<file path="src/design/qfct_pkg.sv">
`timescale 1ns / 1ps

package qfct_pkg;

	// table geometry
	localparam int NODES = 256;
	localparam int IDX_W = $clog2(NODES);
	localparam int CNT_W = $clog2(NODES + 1);

	// stream field widths
	localparam int OP_W     = 2;
	localparam int NODE_FW  = 8;
	localparam int REACH_W  = 9;
	localparam int IN_DW    = 24;
	localparam int OUT_DW   = 16;

	typedef enum logic [OP_W-1:0] {
		OP_UNION = 2'd0,
		OP_QUERY = 2'd1,
		OP_MARK  = 2'd2,
		OP_COUNT = 2'd3
	} op_t;

	// one table entry: seed flag and component label
	typedef struct packed {
		logic             seed;
		logic [IDX_W-1:0] label;
	} entry_t;

	// access request to the component table
	typedef struct packed {
		logic             rd_en;
		logic [IDX_W-1:0] rd_addr;
		logic             wr_en;
		logic [IDX_W-1:0] wr_addr;
		entry_t           wr_data;
	} tbl_req_t;

endpackage

</file>
<file path="src/design/qfct_table.sv">
`timescale 1ns / 1ps

module qfct_table import qfct_pkg::*; (
	input  logic     clk,
	input  logic     arst_n,
	input  tbl_req_t req,
	output entry_t   rd_data
);

	entry_t           mem [NODES];
	logic [NODES-1:0] vld_q;
	entry_t           mem_s1;
	logic [IDX_W-1:0] addr_s1;
	logic             hit_s1;

	// storage and registered read port
	always_ff @(posedge clk) begin
		if (req.wr_en) begin
			mem[req.wr_addr] <= req.wr_data;
		end
		if (req.rd_en) begin
			mem_s1  <= mem[req.rd_addr];
			addr_s1 <= req.rd_addr;
			hit_s1  <= vld_q[req.rd_addr];
		end
	end

	// written-entry flags; an unwritten entry reads as its own index, unseeded
	always_ff @(posedge clk or negedge arst_n) begin
		if (!arst_n) begin
			vld_q <= '0;
		end else if (req.wr_en) begin
			vld_q[req.wr_addr] <= 1'b1;
		end
	end

	always_comb begin
		if (hit_s1) begin
			rd_data = mem_s1;
		end else begin
			rd_data.seed  = 1'b0;
			rd_data.label = addr_s1;
		end
	end

`ifndef ASSERT_OFF
	a_no_collision: assert property (@(posedge clk) disable iff (!arst_n)
		req.rd_en && req.wr_en |-> req.rd_addr != req.wr_addr)
		else $error("table read and write hit the same entry");

	a_write_sets_valid: assert property (@(posedge clk) disable iff (!arst_n)
		req.wr_en |=> vld_q[$past(req.wr_addr)])
		else $error("written entry not flagged valid");

	a_valid_monotonic: assert property (@(posedge clk) disable iff (!arst_n)
		1'b1 |=> $countones(vld_q) >= $past($countones(vld_q)))
		else $error("valid flags dropped outside reset");
`endif

endmodule

</file>
<file path="src/design/quick_find_component_table_unit.sv">
`timescale 1ns / 1ps

// channel   dir  fields (lsb first)                         beat taken when
// s_axis    in   tdata: operation[1:0] node_a[9:2] node_b   s_axis_tvalid & s_axis_tready
//                       [17:10], zero pad to 24
// m_axis    out  tdata: flag[0] reached_count[9:1],         m_axis_tvalid & m_axis_tready
//                       zero pad to 16
//
// One item at a time. Query and union read both labels and compare them; a merging
// union then sweeps the table to relabel, mark reads node_a and sets its seed flag,
// and count clears the root marks, then sweeps the table to mark seeded roots and
// again to tally. All table reads go through its single read port.
// Reset clears the written-entry flags, so every label reads as its own index.
// A stalled output holds its beat; the next input is taken once that beat moved
// into the output register, so one result may wait while the next item runs.

module quick_find_component_table_unit import qfct_pkg::*; (
	input  logic              clk,
	input  logic              arst_n,
	input  logic              s_axis_tvalid,
	output logic              s_axis_tready,
	input  logic [IN_DW-1:0]  s_axis_tdata,   // operation, node_a, node_b
	output logic              m_axis_tvalid,
	input  logic              m_axis_tready,
	output logic [OUT_DW-1:0] m_axis_tdata    // flag, reached_count
);

	localparam logic [IDX_W:0] SWP_END  = (IDX_W + 1)'(NODES);
	localparam logic [IDX_W:0] SWP_LAST = (IDX_W + 1)'(NODES - 1);

	typedef enum logic [8:0] {
		S_IDLE  = 9'b000000001,
		S_RD_A  = 9'b000000010,
		S_RD_B  = 9'b000000100,
		S_CMP   = 9'b000001000,
		S_SWEEP = 9'b000010000,
		S_CLR   = 9'b000100000,
		S_MARKP = 9'b001000000,
		S_TALLY = 9'b010000000,
		S_RESP  = 9'b100000000
	} state_t;

	state_t               state_q;
	op_t                  op_q;
	logic [NODE_FW-1:0]   a_q;
	logic [NODE_FW-1:0]   b_q;
	logic [IDX_W-1:0]     keep_q;
	logic [IDX_W-1:0]     drop_q;
	logic [IDX_W:0]       cnt_q;
	logic [CNT_W-1:0]     seed_total_q;
	logic [CNT_W-1:0]     total_q;
	logic                 res_flag_q;
	logic [REACH_W-1:0]   res_cnt_q;
	logic                 out_vld_q;
	logic                 out_flag_q;
	logic [REACH_W-1:0]   out_cnt_q;

	// sweep pipeline: s1 = table data back, s2 = seeded-root flag back
	logic                 vld_s1;
	logic                 last_s1;
	logic [IDX_W-1:0]     addr_s1;
	logic                 vld_s2;
	logic                 last_s2;
	logic                 root_rd_s2;

	logic                 root_mem [NODES];
	logic                 root_wr_en;
	logic [IDX_W-1:0]     root_wr_addr;
	logic                 root_wr_data;

	tbl_req_t             req;
	entry_t               rd_data;
	logic                 sweeping;
	logic                 issue;
	logic                 is_last;
	logic                 in_beat;
	logic                 out_load;
	logic                 a_ok;
	logic                 b_ok;
	op_t                  in_op;
	logic [CNT_W-1:0]     total_nx;
	logic [CNT_W-1:0]     diff;
	logic [REACH_W-1:0]   reach_sat;

	qfct_table u_table (
		.clk     (clk),
		.arst_n  (arst_n),
		.req     (req),
		.rd_data (rd_data)
	);

	assign s_axis_tready = (state_q == S_IDLE);
	assign in_beat       = s_axis_tvalid && s_axis_tready;
	assign in_op         = op_t'(s_axis_tdata[1:0]);
	assign a_ok          = 32'(s_axis_tdata[9:2]) < NODES;
	assign b_ok          = 32'(s_axis_tdata[17:10]) < NODES;

	assign sweeping = (state_q == S_SWEEP) || (state_q == S_MARKP) || (state_q == S_TALLY);
	assign issue    = sweeping && (cnt_q < SWP_END);
	assign is_last  = (cnt_q == SWP_LAST);
	assign out_load = (state_q == S_RESP) && (!out_vld_q || m_axis_tready);

	// count result: reached nodes minus distinct seeds, floored at zero, saturated
	assign total_nx  = total_q + CNT_W'(root_rd_s2);
	assign diff      = (total_nx >= seed_total_q) ? total_nx - seed_total_q : '0;
	assign reach_sat = (32'(diff) > 32'd511) ? 9'd511 : REACH_W'(diff);

	// table port: single reads for operands, a seed write for mark, read-modify-write in the union sweep
	always_comb begin
		req          = '0;
		root_wr_en   = 1'b0;
		root_wr_addr = cnt_q[IDX_W-1:0];
		root_wr_data = 1'b0;
		unique case (state_q)
			S_RD_A: begin
				req.rd_en   = 1'b1;
				req.rd_addr = IDX_W'(a_q);
			end
			S_RD_B: begin
				if (op_q == OP_MARK) begin
					// set the seed flag once; keep the label
					req.wr_en         = !rd_data.seed;
					req.wr_addr       = IDX_W'(a_q);
					req.wr_data.seed  = 1'b1;
					req.wr_data.label = rd_data.label;
				end else begin
					req.rd_en   = 1'b1;
					req.rd_addr = IDX_W'(b_q);
				end
			end
			S_SWEEP: begin
				req.rd_en         = issue;
				req.rd_addr       = cnt_q[IDX_W-1:0];
				// relabel every entry of the dropped component
				req.wr_en         = vld_s1 && (rd_data.label == drop_q);
				req.wr_addr       = addr_s1;
				req.wr_data.seed  = rd_data.seed;
				req.wr_data.label = keep_q;
			end
			S_CLR: begin
				root_wr_en = 1'b1;
			end
			S_MARKP: begin
				req.rd_en    = issue;
				req.rd_addr  = cnt_q[IDX_W-1:0];
				// flag the component root of each seed
				root_wr_en   = vld_s1 && rd_data.seed;
				root_wr_addr = rd_data.label;
				root_wr_data = 1'b1;
			end
			S_TALLY: begin
				req.rd_en   = issue;
				req.rd_addr = cnt_q[IDX_W-1:0];
			end
			S_IDLE, S_CMP, S_RESP: begin
			end
			default: begin
			end
		endcase
	end

	// seeded-root marks
	always_ff @(posedge clk) begin
		if (root_wr_en) begin
			root_mem[root_wr_addr] <= root_wr_data;
		end
		if (vld_s1) begin
			root_rd_s2 <= root_mem[rd_data.label];
		end
		if (issue) begin
			addr_s1 <= cnt_q[IDX_W-1:0];
		end
	end

	// sweep pipeline control
	always_ff @(posedge clk or negedge arst_n) begin
		if (!arst_n) begin
			vld_s1  <= 1'b0;
			last_s1 <= 1'b0;
			vld_s2  <= 1'b0;
			last_s2 <= 1'b0;
		end else begin
			vld_s1  <= issue;
			last_s1 <= is_last;
			vld_s2  <= vld_s1 && (state_q == S_TALLY);
			last_s2 <= last_s1;
		end
	end

	// sequencer
	always_ff @(posedge clk or negedge arst_n) begin
		if (!arst_n) begin
			state_q      <= S_IDLE;
			op_q         <= OP_UNION;
			a_q          <= '0;
			b_q          <= '0;
			keep_q       <= '0;
			drop_q       <= '0;
			cnt_q        <= '0;
			seed_total_q <= '0;
			total_q      <= '0;
			res_flag_q   <= 1'b0;
			res_cnt_q    <= '0;
		end else begin
			unique case (state_q)
				S_IDLE: begin
					if (in_beat) begin
						op_q       <= in_op;
						a_q        <= s_axis_tdata[9:2];
						b_q        <= s_axis_tdata[17:10];
						res_flag_q <= 1'b0;
						res_cnt_q  <= '0;
						cnt_q      <= '0;
						unique case (in_op)
							OP_UNION, OP_QUERY: begin
								state_q <= (a_ok && b_ok) ? S_RD_A : S_RESP;
							end
							OP_MARK: begin
								state_q <= a_ok ? S_RD_A : S_RESP;
							end
							OP_COUNT: begin
								state_q <= S_CLR;
							end
							default: begin
								state_q <= S_RESP;
							end
						endcase
					end
				end
				S_RD_A: begin
					state_q <= S_RD_B;
				end
				S_RD_B: begin
					keep_q <= rd_data.label;
					if (op_q == OP_MARK) begin
						if (!rd_data.seed) begin
							seed_total_q <= seed_total_q + 1'b1;
						end
						state_q <= S_RESP;
					end else begin
						state_q <= S_CMP;
					end
				end
				S_CMP: begin
					drop_q <= rd_data.label;
					if (keep_q == rd_data.label) begin
						res_flag_q <= (op_q == OP_QUERY);
						state_q    <= S_RESP;
					end else if (op_q == OP_QUERY) begin
						state_q <= S_RESP;
					end else begin
						res_flag_q <= 1'b1;
						state_q    <= S_SWEEP;
					end
				end
				S_SWEEP: begin
					if (issue) begin
						cnt_q <= cnt_q + 1'b1;
					end
					if (vld_s1 && last_s1) begin
						state_q <= S_RESP;
					end
				end
				S_CLR: begin
					// wipe root marks left by the previous count
					if (is_last) begin
						cnt_q   <= '0;
						state_q <= S_MARKP;
					end else begin
						cnt_q <= cnt_q + 1'b1;
					end
				end
				S_MARKP: begin
					if (issue) begin
						cnt_q <= cnt_q + 1'b1;
					end
					if (vld_s1 && last_s1) begin
						cnt_q   <= '0;
						total_q <= '0;
						state_q <= S_TALLY;
					end
				end
				S_TALLY: begin
					if (issue) begin
						cnt_q <= cnt_q + 1'b1;
					end
					if (vld_s2) begin
						total_q <= total_nx;
					end
					if (vld_s2 && last_s2) begin
						res_cnt_q <= reach_sat;
						state_q   <= S_RESP;
					end
				end
				S_RESP: begin
					if (out_load) begin
						state_q <= S_IDLE;
					end
				end
				default: begin
					state_q <= S_IDLE;
				end
			endcase
		end
	end

	// output register: hold the beat until taken
	always_ff @(posedge clk or negedge arst_n) begin
		if (!arst_n) begin
			out_vld_q  <= 1'b0;
			out_flag_q <= 1'b0;
			out_cnt_q  <= '0;
		end else begin
			if (out_load) begin
				out_vld_q  <= 1'b1;
				out_flag_q <= res_flag_q;
				out_cnt_q  <= res_cnt_q;
			end else if (m_axis_tready) begin
				out_vld_q <= 1'b0;
			end
		end
	end

	assign m_axis_tvalid = out_vld_q;
	assign m_axis_tdata  = {(OUT_DW - REACH_W - 1)'(0), out_cnt_q, out_flag_q};

endmodule
</file>
<file path="config.mk">
export PLATFORM = sky130hd
export DESIGN_NAME = quick_find_component_table_unit
export DESIGN_NICKNAME = d
export VERILOG_FILES = /design/src/design/qfct_pkg.sv /design/src/design/qfct_table.sv /design/src/design/quick_find_component_table_unit.sv
export SDC_FILE = /design/constraint.sdc
export NUM_CORES = 2
export LEC_CHECK = 0
export BUFFER_PORTS_ARGS = -buffer_cell sky130_fd_sc_hd__buf_2
export CORE_UTILIZATION = 50
export DETAILED_ROUTE_END_ITERATION = 8
export PLACE_DENSITY_LB_ADDON = 0.12
export SETUP_SLACK_MARGIN = 0.4
export SLEW_MARGIN = 20
export SYNTH_ARGS = -nofsm -noshare
export SYNTH_HDL_FRONTEND = slang
export SYNTH_HIERARCHICAL = 1
export SYNTH_SLANG_ARGS = --single-unit
</file>
<file path="constraint.sdc">
create_clock -name clk -period 6.29 [get_ports clk]
set_input_delay 0.3145 -clock clk [delete_from_list [all_inputs] [get_ports clk]]
set_output_delay 0.3145 -clock clk [all_outputs]
set_load 0.03 [all_outputs]
</file>
## Yosys cells after proc, flatten, opt, wreduce, memory -nomap -nowiden

Memories as Yosys holds them, arrays and structs flattened. A register that Yosys moved wholly into a read port is not among the register bits.
Cells that the tools add are included.

| storage, ports and cells | value |
|---|---|
| memories kept | 2 |
| output and inout port bits | 18 |
| word-level logic and storage cells | 134 |
| RAM bits | 2,560 |
| register bits after elaboration | 368 |

| operators by class | value |
|---|---|
| bitwise gates (word level) | 2 |
| equal/unequal tests | 25 |
| add/sub/neg operators | 4 |
| magnitude comparators | 5 |
| reductions and logical operators | 30 |
| muxes and demuxes | 44 |

Memories:

| memory | words | bits a word | read ports | clocked after memory_dff | wr ports | line | source |
|---|---|---|---|---|---|---|---|
| u_table.mem | 256 | 9 | 1 | 1 | 1 | qfct_table.sv:10 | `entry_t mem [NODES];` |
| root_mem | 256 | 1 | 1 | 1 | 1 | quick_find_component_table_unit.sv:66 | `logic root_mem [NODES];` |

Operators by type and width:

| kind | number |
|---|---|
| 256-bit OR | 1 |
| 9-bit two-way mux | 19 |
| 9-bit one-hot mux with 9 select lines | 1 |
| 9-bit one-hot mux with 2 select lines | 3 |
| 18-bit one-hot mux with 2 select lines | 1 |
| 9-bit one-hot mux with 4 select lines | 1 |
| 9-bit one-hot mux with 3 select lines | 1 |
| 9-bit by 1-bit adder with 9-bit output, second input constant | 2 |
| 9-bit by 8-bit == test with 1-bit output, second input constant | 2 |
| 8-bit by 9-bit less-than comparator with 1-bit output, second input constant | 2 |
| 18-bit two-way mux | 1 |
| 8-bit == test | 2 |
| 1-bit two-way mux | 12 |
| 3-bit AND reduction | 4 |
| 9-bit by 1-bit adder with 9-bit output | 1 |
| 9-bit by 1-bit == test with 1-bit output, second input constant | 1 |
| 9-bit by 2-bit == test with 1-bit output, second input constant | 1 |
| 9-bit by 3-bit == test with 1-bit output, second input constant | 1 |
| 9-bit by 4-bit == test with 1-bit output, second input constant | 1 |
| 9-bit by 5-bit == test with 1-bit output, second input constant | 1 |
| 9-bit by 6-bit == test with 1-bit output, second input constant | 1 |
| 9-bit by 7-bit == test with 1-bit output, second input constant | 1 |
| 9-bit == test, second input constant | 1 |
| 9-bit greater-or-equal comparator | 1 |
| 23 further kinds | 48 |

## Logic depth before layout (Yosys ltp)

| depth | value |
|---|---|
| depth in word-level cells | 9 |
| depth in mapped cells | 21 |
| depth with buffers taken out | 13 |

## Hierarchy

Netlist, hierarchy kept.

By module, submodules not included:

| module | area an instance (sq um) | cells an instance | sequential area each (sq um) | instances |
|---|---|---|---|---|
| qfct_table | 100,191.1 | 4,878 | 76,133.0 | 1 |
| quick_find_component_table_unit | 16,694.8 | 1,321 | 10,336.2 | 1 |

## Worst setup path after synthesis

OpenSTA, ideal clock, no wires.

| timing path | value |
|---|---|
| kind | register -> register |
| start | reg state_q[4] |
| end | mem u_table/mem[0][7] (netlist name) (data pin) |
| setup time | 864 ps |
| slack | 243 ps |
| arrival | 5,183 ps |
| data required time | 5,426 ps |
| stages on the path, launching flop included | 8 |
| cells stage by stage | dfrtp_1 nor3_1 and2_1 clkbuf_1 nand3_1 nor2_1 clkbuf_1 a22o_1 |

RTL lines:

| item | line | source |
|---|---|---|
| start: declaration | quick_find_component_table_unit.sv:43 | `state_t state_q;` |
| start signal: assignment | quick_find_component_table_unit.sv:216 | `state_q <= (a_ok && b_ok) ? S_RD_A : S_RESP;` |
| start signal: assignment | quick_find_component_table_unit.sv:219 | `state_q <= a_ok ? S_RD_A : S_RESP;` |
| end: declaration | qfct_table.sv:10 |  |

==> results by group <==
Outcome
  • Status: finished, final reports clean

Clocking
  • Total CTS buffers: 321
  • Clock transition at the registers of the reported paths: 60 ps
  • H-Tree Depth: 5
  • CTS Buffer Depth: 4
  • CTS Root Cell: clkbuf_16
  • Skew-Pair Late Insertion Delay: 930 ps
  • Sink Count: 2938
  • CTS tree: done
  • Number of setup buffers added after CTS: 0

Placed design
  • HPWL after DPL: 181000 um
  • Placer congestion estimate: 0.858
  • Placed Area: 122000 sq um
  • Placed Cells: 9300
  • IO Port Bufs: 33

Drt
  • DRC viols: 0
  • Highest routed layer: met4
  • DR pass1 iterations: 6
  • Starting DRC count in detailed routing: 6289
  • WL met2: 138000 um
  • Via-per-instance ratio: 6.18
  • Total wire length: 297000 um
  • M1 wire length: roughly 130000 um
  • Met3 routed WL: 21100 um
  • DR WL/cell: about 30 um
  • Number of nets with antenna violations after routing: 0
  • Via count: 61200

Timing
  • Fin crit share: just under 90%
  • Fin. max-slew vios: 0
  • Final setup TNS: 0 ps
  • Peak Freq: approximately 180 MHz
  • Slew HR: 20.7%
  • Final-report hold violation count: 0
  • Final setup violation count: 0
  • RSZ-0062 raised after global routing: no
  • Worst Tran Pin Value: 1190 ps
  • Skew final: 49.4 ps
  • Final min period: 5540 ps

Critical path
  • Crit end category: register
  • CP required: between 7000 and 8000 ps
  • WS Path Type: reg -> reg
  • CP Data Arrival Time: 6300 ps
  • Max FO, Critical Path: 23
  • Startpoint Class: register

Global route
  • Number of global-route vias before repair: 61000
  • Pin count of the biggest net entering global routing: roughly 180
  • First-pass GRT wire length: 431000 um
  • Total gr overflow: 0
  • Initial antenna violation count: 11
  • Overall routing resource usage: 25.2%

Layout
  • Commonest non-fill, non-tap cell in the layout: edfxtp_1
  • Finished Cell Area: 133000 sq um
  • Area Growth Syn to Fin: 13.4%
  • Final nets: approximately 6600
  • Layout cells sized above 1: between 20% and 30%
  • Finished Layout Cells: 9896
  • Most frequent cells in the layout: 2587 x edfxtp_1, 563 x nor2_1, 563 x mux4_2, 360 x buf_4, 350 x dfrtp_1

Job
  • Maxcap violations: 0

Power
  • Seq pwr share: 47.1%
  • Pint: 34.4 mW
  • Worst vdd ir: 240 uV
  • Total power: 45.7 mW
  • Comb power frac: 12.6%
  • Reported net switching power: 11.3 mW
  • Clk pwr share: 40.3%
  • Leakage: 40.3 nW
  • Pwr dens: 345 nW/um^2
  • Sw Share: 24.7%

Floorplanning
  • Core Region: roughly 230000 sq um
  • Die width: approximately 490 um
  • Std-Cell Rows: 177
  • I/O pin count: 46
  • Die area: 236000 sq um
  • Die height: 486 um
  • Effective utilization at floorplan: between 50 and 60%

Synth
  • Mean post-synth cell area: roughly 19 sq um
  • Number of synthesized register bits: 2938
  • Largest cells by area after synthesis: edfxtp_1 66%, mux4_2 11%, dfrtp_1 7.5%, nor2_1 1.8%, mux2i_1 1.6%
  • Register area share after synthesis: 74.0%
  • Ys async rst share: 11.9%
  • Post-synth top area share: 66.5%
  • Cell Area, Synth: 117000 sq um
  • Post-synth EDFFs: roughly 2600
  • Yosys top cell by area: edfxtp_1
  • Cells after Synth: 6199
  • Most used flip-flop cell after synthesis: edfxtp_1
  • Count of cell types in the netlist: 94
  • Synth warnings: 6

Worst hold path
  • HP Class: in -> async
## registers in the layout, indices dropped and copies added, names as in the netlist, 9 cells and up
register        cells
u_table/mem      2304
root_mem          256
u_table/vld_q     256
cnt_q               9
out_cnt_q           9
res_cnt_q           9
seed_total_q        9
state_q             9
total_q             9
u_table/mem_s1      9
## through the flow
| stage | util, % | setup WS [ps] | hold WS (ps) |
|---|---|---|---|
| detailed placement | 52.5 | 690 | 286 |
| global route | 57.0 | 411 | 88.0 |
| finish | 57.0 | 750 | 95.4 |
| floorplan | - | 714 | 18.9 |
| global placement | 52.5 | 825 | 278 |
| CTS | 57.0 | 656 | 52.4 |
## critical path: stages, from the launching register on
cell and delay, ps:
dfrtp_1 440, nor3_1 380, and2_1 330, nand3_1 260, nor2b_2 420, a22oi_1 180, nand2_4 550, nand2b_1 600
buf_4 380, buf_4 190, o221ai_1 350, a21oi_1 120, o31ai_1 530, o32ai_1 190, buf_4 210, nor3_1 210
## cell usage after synthesis, drive strengths merged, types with 19 or more instances
cell,n
dfrtp,350
buf,202
nand2,184
mux2i,189
or2,268
inv,24
o221ai,48
mux2,28
nand3,59
nand4,30
a22oi,235
xnor2,32
o31ai,22
edfxtp,2587
nor3,35
o22ai,50
nor2,576
mux4,612
nor4,19
o21ai,37
nor2b,34
clkbuf,171
a22o,53
a21oi,144
## power groups by stage
stage / clock network (mW) / registers, mW / logic, mW
floorplan: 0 / 21.9 / 3.79
global placement: 0 / 21.9 / 5.72
detailed placement: 0 / 21.9 / 5.76
CTS: 18.7 / 21.5 / 5.79
global route: 19.4 / 21.5 / 6.08
finish: 18.4 / 21.5 / 5.76
## cell type report
type                       instances  area [sq um]
antenna                            6          15.0
inverter                          26           110
tap                             3043          3810
clock buffer                     448          8940
timing repair buffer             451          3840
fill                           17500        100000
multi-input combinational       2864         28100
clock inverter                   120          1280
sequential                      2938         86500
## path summary, 6_finish.rpt
check	from	to	cells after the start	slack, ps
hold / removal	arst_n	u_table/vld_q[236]$_DFFE_PN0P_	3	100
setup reg to reg	state_q[4]$_DFFE_PN0P_	u_table/hit_s1$_DFFE_PP_	15	750
setup / recovery	state_q[4]$_DFFE_PN0P_	u_table/hit_s1$_DFFE_PP_	15	750
hold reg to reg	last_s1$_DFF_PN0_	last_s2$_DFF_PN0_	0	450
min in group clk	s_axis_tdata[13]	b_q[3]$_DFFE_PN0P_	4	140
max in group asynchronous	arst_n	u_table/vld_q[134]$_DFFE_PN0P_	3	5280
## cell families (layout without fill, tap and decap cells)
family                     count (synthesis)  in the layout  synth area share (%)
adders and majority gates                 17             17                 0.188
buffers and inverters                    402           1045                  2.22
DFF                                     2938           2938                  74.0
xor gates and xnor gates                  39             39                 0.292
other                                      1             12               0.00321
AOI/OAI and AO/OA                        679            679                  4.11
and+or+nand+nor                         1294           1294                  5.38
muxes                                    829            829                  13.8
## per-layer routing
metal	vias to the layer above	GRT usage, %
met4	0	7.21
met5	-	0
met2	2217	38.8
met1	32700	37.7
met3	500	3.83
li1	25700	-
## timing repair
| item | 4_1_cts | 5_1_grt |
|---|---|---|
| hold buffers | 22 | 0 |
| resized for setup | 0 | 2 |
| endpoints found under the setup margin | 0 | 15 |
| endpoints found under the hold margin | 224 | 0 |
(Power assumes the default switching activity.)
